File: config.mk
export PLATFORM = sky130hd
export DESIGN_NAME = key_directory_upsert_lookup
export DESIGN_NICKNAME = d
export VERILOG_FILES = /design/src/rtl/core/kdir_pkg.sv /design/src/rtl/core/key_directory_upsert_lookup.sv /design/src/rtl/core/kdir_ram.sv /design/src/rtl/core/kdir_ctrl.sv /design/src/rtl/core/kdir_dp.sv
export SDC_FILE = /design/constraint.sdc
export NUM_CORES = 2
export LEC_CHECK = 0
export BUFFER_PORTS_ARGS = -buffer_cell sky130_fd_sc_hd__buf_2
export CAP_MARGIN = 20
export CORE_MARGIN = 2
export CORE_UTILIZATION = 60
export CTS_BUF_LIST = sky130_fd_sc_hd__clkbuf_8
export DETAILED_ROUTE_END_ITERATION = 6
export MAX_ROUTING_LAYER = met4
export PLACE_DENSITY_LB_ADDON = 0.25
export SETUP_SLACK_MARGIN = 0.3
export SLEW_MARGIN = 20
export SYNTH_ARGS = -nofsm -noshare
export SYNTH_HDL_FRONTEND = slang
export SYNTH_SLANG_ARGS = --single-unit
File: constraint.sdc
create_clock -name clock -period 12.87 [get_ports clock]
set_clock_uncertainty 0.05 [all_clocks]
set_input_delay 2.574 -clock clock [delete_from_list [all_inputs] [get_ports clock]]
set_output_delay 2.574 -clock clock [all_outputs]
set_load 0.03 [all_outputs]
File: src/rtl/core/kdir_pkg.sv
// Shared types, sizes and codes of the key directory.
package kdir_pkg;

   localparam int TABLE_ENTRIES = 32;
   localparam int IDX_W = (TABLE_ENTRIES > 1) ? $clog2(TABLE_ENTRIES) : 1;
   localparam int CNT_W = $clog2(TABLE_ENTRIES + 1);

   localparam logic [1:0] OP_REGISTER = 2'd0;
   localparam logic [1:0] OP_LOOKUP   = 2'd1;

   localparam logic KIND_ACK      = 1'b0;
   localparam logic KIND_RESPONSE = 1'b1;

   localparam logic [2:0] OUT_INSERTED  = 3'd0;
   localparam logic [2:0] OUT_UPDATED   = 3'd1;
   localparam logic [2:0] OUT_FULL      = 3'd2;
   localparam logic [2:0] OUT_FOUND     = 3'd3;
   localparam logic [2:0] OUT_NOT_FOUND = 3'd4;

   typedef enum logic [1:0] {
      ST_IDLE,
      ST_SCAN,
      ST_COMMIT
   } kdir_state_type;

   typedef struct packed {
      logic load;
      logic scan;
      logic commit;
   } kdir_cmd_type;

   typedef struct packed {
      logic op_known;
      logic hit;
      logic exhausted;
      logic out_free;
   } kdir_status_type;

endpackage

File: src/rtl/core/key_directory_upsert_lookup.sv
// Top level of the key directory: sequencer plus datapath.
//
// Directory of up to TABLE_ENTRIES identifier/key pairs held in two RAMs. A register
// beat updates a matching entry or appends a new one (dropped when full); a lookup
// beat returns the stored key or 0. Operations 2 and 3 are taken and give no reply,
// in the accept cycle alone. Otherwise one request is handled at a time: an accept
// state, a scan over the filled entries that ends early on a hit, and a commit
// state. The linear scan reads one entry per cycle through the single read port of
// the identifier RAM. The commit waits while an earlier reply is still held; the
// reply sits in an output register, so the next request is taken while it waits.
module key_directory_upsert_lookup
   import kdir_pkg::*;
(
   input  logic        clock,
   input  logic        reset,
   input  logic        req_valid,
   output logic        req_ready,
   input  logic [1:0]  req_operation,
   input  logic [31:0] req_user_id,
   input  logic [31:0] req_public_key,
   output logic        rsp_valid,
   input  logic        rsp_ready,
   output logic        rsp_reply_kind,
   output logic [31:0] rsp_user_id_echo,
   output logic [31:0] rsp_key_out,
   output logic [2:0]  rsp_outcome
);

   kdir_cmd_type    cmd;
   kdir_status_type status;

   kdir_ctrl u_ctrl (
      .clock     (clock),
      .reset     (reset),
      .req_valid (req_valid),
      .req_ready (req_ready),
      .status    (status),
      .cmd       (cmd)
   );

   kdir_dp u_dp (
      .clock            (clock),
      .reset            (reset),
      .cmd              (cmd),
      .status           (status),
      .req_operation    (req_operation),
      .req_user_id      (req_user_id),
      .req_public_key   (req_public_key),
      .rsp_valid        (rsp_valid),
      .rsp_ready        (rsp_ready),
      .rsp_reply_kind   (rsp_reply_kind),
      .rsp_user_id_echo (rsp_user_id_echo),
      .rsp_key_out      (rsp_key_out),
      .rsp_outcome      (rsp_outcome)
   );

endmodule

File: src/rtl/core/kdir_ram.sv
// Generic single-write, single-read RAM with registered read data.
module kdir_ram #(
   parameter int WIDTH = 32,
   parameter int DEPTH = 32
) (
   input  logic                                     clock,
   input  logic                                     wr_en,
   input  logic [((DEPTH > 1) ? $clog2(DEPTH) : 1)-1:0] wr_addr,
   input  logic [WIDTH-1:0]                         wr_data,
   input  logic                                     rd_en,
   input  logic [((DEPTH > 1) ? $clog2(DEPTH) : 1)-1:0] rd_addr,
   output logic [WIDTH-1:0]                         rd_data
);

   logic [WIDTH-1:0] mem_ff [DEPTH];
   logic [WIDTH-1:0] rd_data_ff;

   always_ff @(posedge clock) begin
      if (wr_en) begin
         mem_ff[wr_addr] <= wr_data;
      end
      if (rd_en) begin
         rd_data_ff <= mem_ff[rd_addr];
      end
   end

   assign rd_data = rd_data_ff;

endmodule

File: src/rtl/core/kdir_ctrl.sv
// Sequencer of the key directory: accept, scan, commit.
module kdir_ctrl
   import kdir_pkg::*;
(
   input  logic            clock,
   input  logic            reset,
   input  logic            req_valid,
   output logic            req_ready,
   input  kdir_status_type status,
   output kdir_cmd_type    cmd
);

   kdir_state_type state_ff, state_in;

   always_ff @(posedge clock) begin
      if (reset) begin
         state_ff <= ST_IDLE;
      end else begin
         state_ff <= state_in;
      end
   end

   always_comb begin
      state_in = state_ff;
      unique case (state_ff)
         ST_IDLE: begin
            // drop unknown operations on acceptance
            if (req_valid && status.op_known) begin
               state_in = ST_SCAN;
            end
         end
         ST_SCAN: begin
            if (status.hit || status.exhausted) begin
               state_in = ST_COMMIT;
            end
         end
         ST_COMMIT: begin
            if (status.out_free) begin
               state_in = ST_IDLE;
            end
         end
         default: state_in = ST_IDLE;
      endcase
   end

   always_comb begin
      req_ready  = 1'b0;
      cmd        = '0;
      unique case (state_ff)
         ST_IDLE: begin
            req_ready = 1'b1;
            cmd.load  = req_valid;
         end
         ST_SCAN: begin
            cmd.scan = 1'b1;
         end
         ST_COMMIT: begin
            cmd.commit = status.out_free;
         end
         default: begin
            req_ready = 1'b0;
         end
      endcase
   end

endmodule

File: src/rtl/core/kdir_dp.sv
// Datapath of the key directory: request latch, tables, scan and result register.
module kdir_dp
   import kdir_pkg::*;
(
   input  logic            clock,
   input  logic            reset,
   input  kdir_cmd_type    cmd,
   output kdir_status_type status,
   input  logic [1:0]      req_operation,
   input  logic [31:0]     req_user_id,
   input  logic [31:0]     req_public_key,
   output logic            rsp_valid,
   input  logic            rsp_ready,
   output logic            rsp_reply_kind,
   output logic [31:0]     rsp_user_id_echo,
   output logic [31:0]     rsp_key_out,
   output logic [2:0]      rsp_outcome
);

   logic [1:0]       op_ff;
   logic [31:0]      uid_ff;
   logic [31:0]      key_ff;
   logic [CNT_W-1:0] fill_ff, fill_in;
   logic [CNT_W-1:0] iss_ff, iss_in;
   logic             pend_ff, pend_in;
   logic [IDX_W-1:0] pidx_ff;
   logic             hit_ff, hit_in;
   logic [IDX_W-1:0] slot_ff;
   logic [31:0]      hkey_ff;

   logic             rsp_valid_ff, rsp_valid_in;
   logic             kind_ff;
   logic [31:0]      echo_ff;
   logic [31:0]      kout_ff;
   logic [2:0]       outc_ff;

   logic             rd_en;
   logic [31:0]      rd_id;
   logic [31:0]      rd_key;
   logic             more;
   logic             match;
   logic             full;

   logic             id_we;
   logic             key_we;
   logic [IDX_W-1:0] key_waddr;

   assign more  = (iss_ff < fill_ff);
   assign match = pend_ff && (rd_id == uid_ff);
   assign full  = (fill_ff == CNT_W'(TABLE_ENTRIES));
   assign rd_en = cmd.scan && more;

   assign status.op_known  = (req_operation == OP_REGISTER) || (req_operation == OP_LOOKUP);
   assign status.hit       = match;
   assign status.exhausted = !pend_ff && !more;
   assign status.out_free  = !rsp_valid_ff || rsp_ready;

   // table writes happen only at commit of a register beat
   always_comb begin
      id_we     = 1'b0;
      key_we    = 1'b0;
      key_waddr = fill_ff[IDX_W-1:0];
      if (cmd.commit && (op_ff == OP_REGISTER)) begin
         priority if (hit_ff) begin
            key_we    = 1'b1;
            key_waddr = slot_ff;
         end else if (!full) begin
            id_we  = 1'b1;
            key_we = 1'b1;
         end else begin
            // table full: drop the pair
            id_we = 1'b0;
         end
      end
   end

   kdir_ram #(.WIDTH(32), .DEPTH(TABLE_ENTRIES)) u_id_ram (
      .clock   (clock),
      .wr_en   (id_we),
      .wr_addr (fill_ff[IDX_W-1:0]),
      .wr_data (uid_ff),
      .rd_en   (rd_en),
      .rd_addr (iss_ff[IDX_W-1:0]),
      .rd_data (rd_id)
   );

   kdir_ram #(.WIDTH(32), .DEPTH(TABLE_ENTRIES)) u_key_ram (
      .clock   (clock),
      .wr_en   (key_we),
      .wr_addr (key_waddr),
      .wr_data (key_ff),
      .rd_en   (rd_en),
      .rd_addr (iss_ff[IDX_W-1:0]),
      .rd_data (rd_key)
   );

   always_comb begin
      iss_in       = iss_ff;
      pend_in      = pend_ff;
      hit_in       = hit_ff;
      fill_in      = fill_ff;
      rsp_valid_in = rsp_valid_ff;
      if (rsp_ready) begin
         rsp_valid_in = 1'b0;
      end
      priority if (cmd.load) begin
         iss_in  = '0;
         pend_in = 1'b0;
         hit_in  = 1'b0;
      end else if (cmd.scan) begin
         // issue the next entry while comparing the one read last cycle
         pend_in = more;
         if (more) begin
            iss_in = iss_ff + CNT_W'(1);
         end
         if (match) begin
            hit_in = 1'b1;
         end
      end else if (cmd.commit) begin
         rsp_valid_in = 1'b1;
         if (id_we) begin
            fill_in = fill_ff + CNT_W'(1);
         end
      end else begin
         // hold the scan state between requests
         pend_in = pend_ff;
      end
   end

   always_ff @(posedge clock) begin
      if (reset) begin
         iss_ff       <= '0;
         pend_ff      <= 1'b0;
         hit_ff       <= 1'b0;
         fill_ff      <= '0;
         rsp_valid_ff <= 1'b0;
      end else begin
         iss_ff       <= iss_in;
         pend_ff      <= pend_in;
         hit_ff       <= hit_in;
         fill_ff      <= fill_in;
         rsp_valid_ff <= rsp_valid_in;
      end
   end

   always_ff @(posedge clock) begin
      if (cmd.load) begin
         op_ff  <= req_operation;
         uid_ff <= req_user_id;
         key_ff <= req_public_key;
      end
      if (rd_en) begin
         pidx_ff <= iss_ff[IDX_W-1:0];
      end
      if (cmd.scan && match && !hit_ff) begin
         slot_ff <= pidx_ff;
         hkey_ff <= rd_key;
      end
      if (cmd.commit) begin
         echo_ff <= uid_ff;
         if (op_ff == OP_REGISTER) begin
            kind_ff <= KIND_ACK;
            kout_ff <= key_ff;
            priority if (hit_ff) begin
               outc_ff <= OUT_UPDATED;
            end else if (!full) begin
               outc_ff <= OUT_INSERTED;
            end else begin
               outc_ff <= OUT_FULL;
            end
         end else begin
            kind_ff <= KIND_RESPONSE;
            kout_ff <= hit_ff ? hkey_ff : 32'd0;
            outc_ff <= hit_ff ? OUT_FOUND : OUT_NOT_FOUND;
         end
      end
   end

   assign rsp_valid        = rsp_valid_ff;
   assign rsp_reply_kind   = kind_ff;
   assign rsp_user_id_echo = echo_ff;
   assign rsp_key_out      = kout_ff;
   assign rsp_outcome      = outc_ff;

endmodule

# ---- Word-level counts from Yosys, hierarchy flattened
# Memories as Yosys holds them, arrays and structs flattened. A register that Yosys moved wholly into a read port is not among the register bits.
# Index checks and enable logic that the tools add are counted.
dict set report classes {
  magnitude_cmp 1
  addsub 2
  reduce_logical 22
  n_eq_ne 8
  mux 30
  bitwise_logic 2
}
# operator count
set ops {}
lappend ops {{$mux 32} 2}
lappend ops {{$eq 32x32->1} 1}
lappend ops {{$mux 1} 18}
lappend ops {{$add 6x1->6 const B} 2}
lappend ops {{$mux 5} 2}
lappend ops {{$mux 3} 3}
lappend ops {{$mux 2} 4}
lappend ops {{$logic_and 1x1->1} 7}
lappend ops {{$eq 6x6->1 const B} 1}
lappend ops {{$logic_not 2->1} 3}
lappend ops {{$lt 6x6->1} 1}
lappend ops {{$ne 2x1->1 const B} 3}
lappend ops {{$pmux 2 s3} 1}
lappend ops {{$eq 2x1->1 const B} 2}
lappend ops {{$logic_not 1->1} 4}
lappend ops {{$reduce_and 2->1} 2}
lappend ops {{$reduce_and 4->1} 1}
lappend ops {{$logic_or 1x1->1} 3}
lappend ops {{$reduce_and 3->1} 1}
lappend ops {{$eq 2x2->1 const B} 1}
lappend ops {{$not 1->1} 2}
lappend ops {{$reduce_or 2->1} 1}
dict set report word_totals {
  inputBits 70
  mem_bits_rw 2048
  out_inout_bits 70
  wordCells 83
  ff_bits 193
  n_memories 2
}
# name words word_bits rd rd_clocked_by_memory_dff wr line
set memory_table {}
lappend memory_table {u_dp.u_id_ram.mem_ff 32 32 1 1 1 kdir_ram.sv:15} ;# logic [WIDTH-1:0] mem_ff [DEPTH];
lappend memory_table {u_dp.u_key_ram.mem_ff 32 32 1 1 1 kdir_ram.sv:15}

# ---- Depth between registers and ports, before layout
dict set report logic_depth {
  word_depth 7
  mapped_depth 9
  mapped_depth_nobuf 8
}

# ---- Hierarchy
# From an unflattened synthesis, not the netlist that was laid out.
dict set report hier_totals {
  cells_unflattened 4994
  hier_area_um2 88800.2
}
# mod cells_each seq_area_each_um2 area_each_um2 instances
set by_module_without_submodules {}
lappend by_module_without_submodules {kdir_ram 2260 31710.4 40805.4 2}
lappend by_module_without_submodules {kdir_dp 460 5585.4 7071.8 1}
lappend by_module_without_submodules {kdir_ctrl 14 40.0 117.6 1}

# ---- Worst setup path before layout
# Ideal clock, no wire load.
dict set report synth_path {
  path_type {input -> register}
  from {input port rsp_ready}
  to {memory u_dp.u_id_ram.mem_ff[10][0], enable pin}
  arrival_ns 5.110
  slack_ns 7.289
  setup_ns 0.421
  t_required_ns 12.399
  n_path_buf 0
  stages 5
  cell_sequence {nand2b_1 nand3_1 nor3_1 nand2_1 nor2_1}
}
dict set report synth_between {
  elab_chain_cells 6
}
# item line
set synth_rtl {}
lappend synth_rtl {{from (decl)} key_directory_upsert_lookup.sv:22} ;# input logic rsp_ready,
lappend synth_rtl {{$logic_or 1x1->1} kdir_dp.sv:56} ;# assign status.out_free = !rsp_valid_ff || rsp_ready;
lappend synth_rtl {{$mux 1} kdir_ctrl.sv:49} ;# unique case (state_ff)
lappend synth_rtl {{$logic_and 1x1->1} kdir_dp.sv:63} ;# if (cmd.commit && (op_ff == OP_REGISTER)) begin
lappend synth_rtl {{$mux 1} kdir_dp.sv:63}
lappend synth_rtl {{$mux 1} kdir_ram.sv:19} ;# if (wr_en) begin
lappend synth_rtl {{$mux 1 (implied by the code)} kdir_ram.sv:20} ;# mem_ff[wr_addr] <= wr_data;
lappend synth_rtl {{to (decl)} kdir_ram.sv:15}
# No other way between the ends.

# ---- Worst setup path in the final report
dict set report layout_path {
  from {input port rsp_ready}
  to {memory u_dp.u_id_ram.mem_ff[25][23], enable pin}
}
# The elaborated chain is that of the path after synthesis.

==> results.sh <==
export IMPL_ctsResizeCount=0
export IMPL_synth_area_leaders="edfxtp_1, mux4_2, mux2_2"
export IMPL_slowest_delay_ns=1.14
export IMPL_track_usage_pct=29.5
export IMPL_crit_path_start_kind="primary input"
export IMPL_drt_initial_drc_count=4976
export IMPL_finalSetupViolations=0
export IMPL_switching_share_pct=21.0
export IMPL_layout_setup_ws_ns=7.21
export IMPL_gp_congestion=0.928
export IMPL_syn_avg_cell_area_um2=24.6
export IMPL_r2r_end="u_dp.u_id_ram.mem_ff[25][23]$_DFFE_PP_"
export IMPL_syn2layout_area_growth_pct=12.4
export IMPL_n_fill_cell=8739
export IMPL_clkLatencyLatePin_ns=1.01
export IMPL_ys_warn_count=0
export IMPL_worstPathMaxFanout=32
export IMPL_reg2reg_from="u_dp.op_ff[1]$_DFFE_PP_"
export IMPL_start_util_pct=60.5
export IMPL_tritoncts="done"
export IMPL_violations="design-rule violations"
export IMPL_antenna_left=0
export IMPL_cts_htree_levels=5
export IMPL_dieWidth_um=384
export IMPL_placed_cells=5516
export IMPL_die_area_um2=148000
export IMPL_slew_limit_headroom_pct=23.6
export IMPL_final_max_slew_viol_count=0
export IMPL_synth_seq_cells=2305
export IMPL_p_int_mw=11.1
export IMPL_endpoint_kind="flip-flop"
export IMPL_synthCells=3535
export IMPL_grt_first_pass_wirelength_um=294000
export IMPL_cts_made_buffers=364
export IMPL_post_cts_buffers=0
export IMPL_crit_path_cell_trace="buf_2 > nand2b_1 > nand3_1 > nor3_1 > nand2_1 > nor2_4"
export IMPL_design_area_um2=97600
export IMPL_min_to="u_dp.hkey_ff[4]$_DFFE_PP_"
export IMPL_drt_total_wl_um=208000
export IMPL_cts_root_buf="clkbuf_8"
export IMPL_gr_total_overflow=0
export IMPL_critPathSlowestCell="nor2_4"
export IMPL_design_core_area_um2=144000
export IMPL_yosysTopAreaCell="edfxtp_1"
export IMPL_final_common_cell="edfxtp_1"
export IMPL_antenna_found_initial=7
export IMPL_drt_wirelength_per_cell_um=33.7
export IMPL_io_pins=140
export IMPL_min_period_ns=5.66
export IMPL_final_nets=4092
export IMPL_drc=12
export IMPL_p_leak_nw=30.0
export IMPL_peakVddDrop_mv=0.125
export IMPL_crit_type="primary input to flip-flop"
export IMPL_placed_area_um2=90600
export IMPL_hold_viol=0
export IMPL_portBuffers=139
export IMPL_min_path_type="flip-flop to flip-flop"
export IMPL_synth_yosys_seq_area_share_pct=79.5
export IMPL_crit_arrival_ns=6.21
export IMPL_worst_pin_slew_ns=1.15
export IMPL_hold_buffers=0
export IMPL_rsz0062_at_grt="no"
export IMPL_combPwrFrac_pct=1.6
export IMPL_synth_area_um2=86900
export IMPL_finalCritPeriodShare_pct=44.0
export IMPL_vias=40200
export IMPL_drive_gt1_share_pct=34.9
export IMPL_r2r_cells=6
export IMPL_setup_tns_ns=0
export IMPL_p_clk_share_pct=39.2
export IMPL_postSynth_asyncResetShare_pct=0
export IMPL_dominantRegCellSynth="edfxtp_1"
export IMPL_p_switching_mw=2.96
export IMPL_drt_pass1_iterations=7
export IMPL_hold_start="u_dp.u_key_ram.rd_data[4]$_DFFE_PP_"
export IMPL_synth_fp_nets=3615
export IMPL_status="finished, violations left"
export IMPL_row_count=139
export IMPL_cts_max_path_buffers=4
export IMPL_clock_sinks=2305
export IMPL_grt_max_degree=150
export IMPL_power_frac_seq_pct=59.3
export IMPL_hold_slack_ns=0.367
export IMPL_worstHoldPathCells=0
export IMPL_instances_no_fill=6177
export IMPL_synth_top_cell_area_share_pct=79.1
export IMPL_die_y_um=384
export IMPL_power_density_nw_per_um2=144
export IMPL_r2r_setup_slack_ns=8.04
export IMPL_critPathRequiredTime_ns=13.42
export IMPL_hpwl_um=119000
export IMPL_final_cell_mix="edfxtp_1, mux4_2, clkbuf_8"
export IMPL_fmax_mhz=177
export IMPL_grt_pass1_vias=40500
export IMPL_clk_pin_slew_ns=0.06
export IMPL_vias_per_cell=6.51
export IMPL_cap_viol_max_count=0
export IMPL_synth_edf_count=2288
export IMPL_pre_cts_ws_ns=6.28
export IMPL_ys_types=41
## logic make-up after synthesis
kind of cell / synth area share (%)
xor gates and xnor gates: 0.424
DFF: 79.5
buffers and inverters: 0.934
AOI/OAI and AO/OA: 0.147
and+or+nand+nor: 1.36
adders and majority gates: 0.144
muxes: 17.5
## sequential cells by signal, summed over array words and instances, names as in the netlist, 2 cells and up
signal	count
u_dp.slot_ff	5
u_dp.pidx_ff	5
u_dp.u_key_ram.rd_data	32
u_dp.rsp_key_out	32
u_dp.u_id_ram.rd_data	32
u_dp.u_id_ram.mem_ff	1024
u_dp.u_key_ram.mem_ff	1024
u_dp.rsp_user_id_echo	32
u_dp.iss_ff	6
u_dp.key_ff	32
u_dp.uid_ff	32
u_dp.rsp_outcome	3
u_dp.fill_ff	6
u_dp.op_ff	2
u_dp.hkey_ff	32
u_ctrl.state_ff	2
## layer usage
metal,wire (um),global-route usage [%],vias up
met2,105000,46.6,2261
li1,-,-,16100
met1,76600,39.0,21400
met5,0,-,-
met3,17100,4.72,416
met4,8860,12.4,0
## Yosys cell counts (4+ instances only)
| cell type | number |
|---|---|
| edfxtp_1 | 2288 |
| mux4_2 | 640 |
| clkbuf_1 | 90 |
| nand2_1 | 88 |
| nor2_1 | 85 |
| mux2_2 | 65 |
| nand3_1 | 49 |
| buf_2 | 36 |
| xor2_1 | 27 |
| buf_1 | 21 |
| buf_4 | 20 |
| dfxtp_1 | 17 |
| xnor2_1 | 15 |
| nor4_1 | 11 |
| ha_1 | 10 |
| nor3_1 | 9 |
| a21oi_1 | 7 |
| inv_1 | 7 |
| nand2b_1 | 7 |
| inv_2 | 4 |
| mux2i_1 | 4 |
| nand4_1 | 4 |
| o21ai_0 | 4 |
## power by group through the flow
stage,clock network (mW),logic (mW),registers (mW)
after global placement,0,0.188,8.50
after global routing,5.89,0.233,8.32
after detailed placement,0,0.195,8.50
after CTS,5.58,0.195,8.34
after floorplan,0,0.0285,8.52
final,5.50,0.222,8.32
## worst max-delay path by stage
| stage | start | endpoint | cells after the start |
|---|---|---|---|
| after floorplan | rsp_ready | u_dp.u_id_ram.mem_ff[10][0]$_DFFE_PP_ | 5 |
| after global placement | rsp_ready | u_dp.u_id_ram.mem_ff[16][8]$_DFFE_PP_ | 6 |
| after detailed placement | rsp_ready | u_dp.u_id_ram.mem_ff[4][8]$_DFFE_PP_ | 6 |
| after CTS | rsp_ready | u_dp.u_id_ram.mem_ff[4][5]$_DFFE_PP_ | 6 |
| after global routing | rsp_ready | u_dp.u_id_ram.mem_ff[5][5]$_DFFE_PP_ | 6 |
| final | rsp_ready | u_dp.u_id_ram.mem_ff[25][23]$_DFFE_PP_ | 6 |
## cell type report
type / count / area [um^2] / share of cell area [%]
Tap cell: 1903 / 2380 / 2.44
Clock buffer: 371 / 5110 / 5.23
Multi-Input combinational cell: 1050 / 17500 / 17.9
Inverter: 11 / 41.3 / 0.0423
Antenna cell: 5 / 12.5 / 0.0128
Timing Repair Buffer: 280 / 2320 / 2.37
Clock inverter: 252 / 1160 / 1.19
Sequential cell: 2305 / 69100 / 70.8
## through the flow
stage / utilization (%) / power, mW
after floorplan: - / 8.55
after CTS: 67.4 / 14.1
after detailed placement: 63.1 / 8.70
after global routing: 67.9 / 14.4
final: 67.9 / 14.0
after global placement: 63.0 / 8.69
## critical path: cells and delay by family
kind / cells / cell delay (ns)
buf+inv: 1 / 0.07
simple gates: 5 / 3.53
Power figures use the tool's default switching activity.
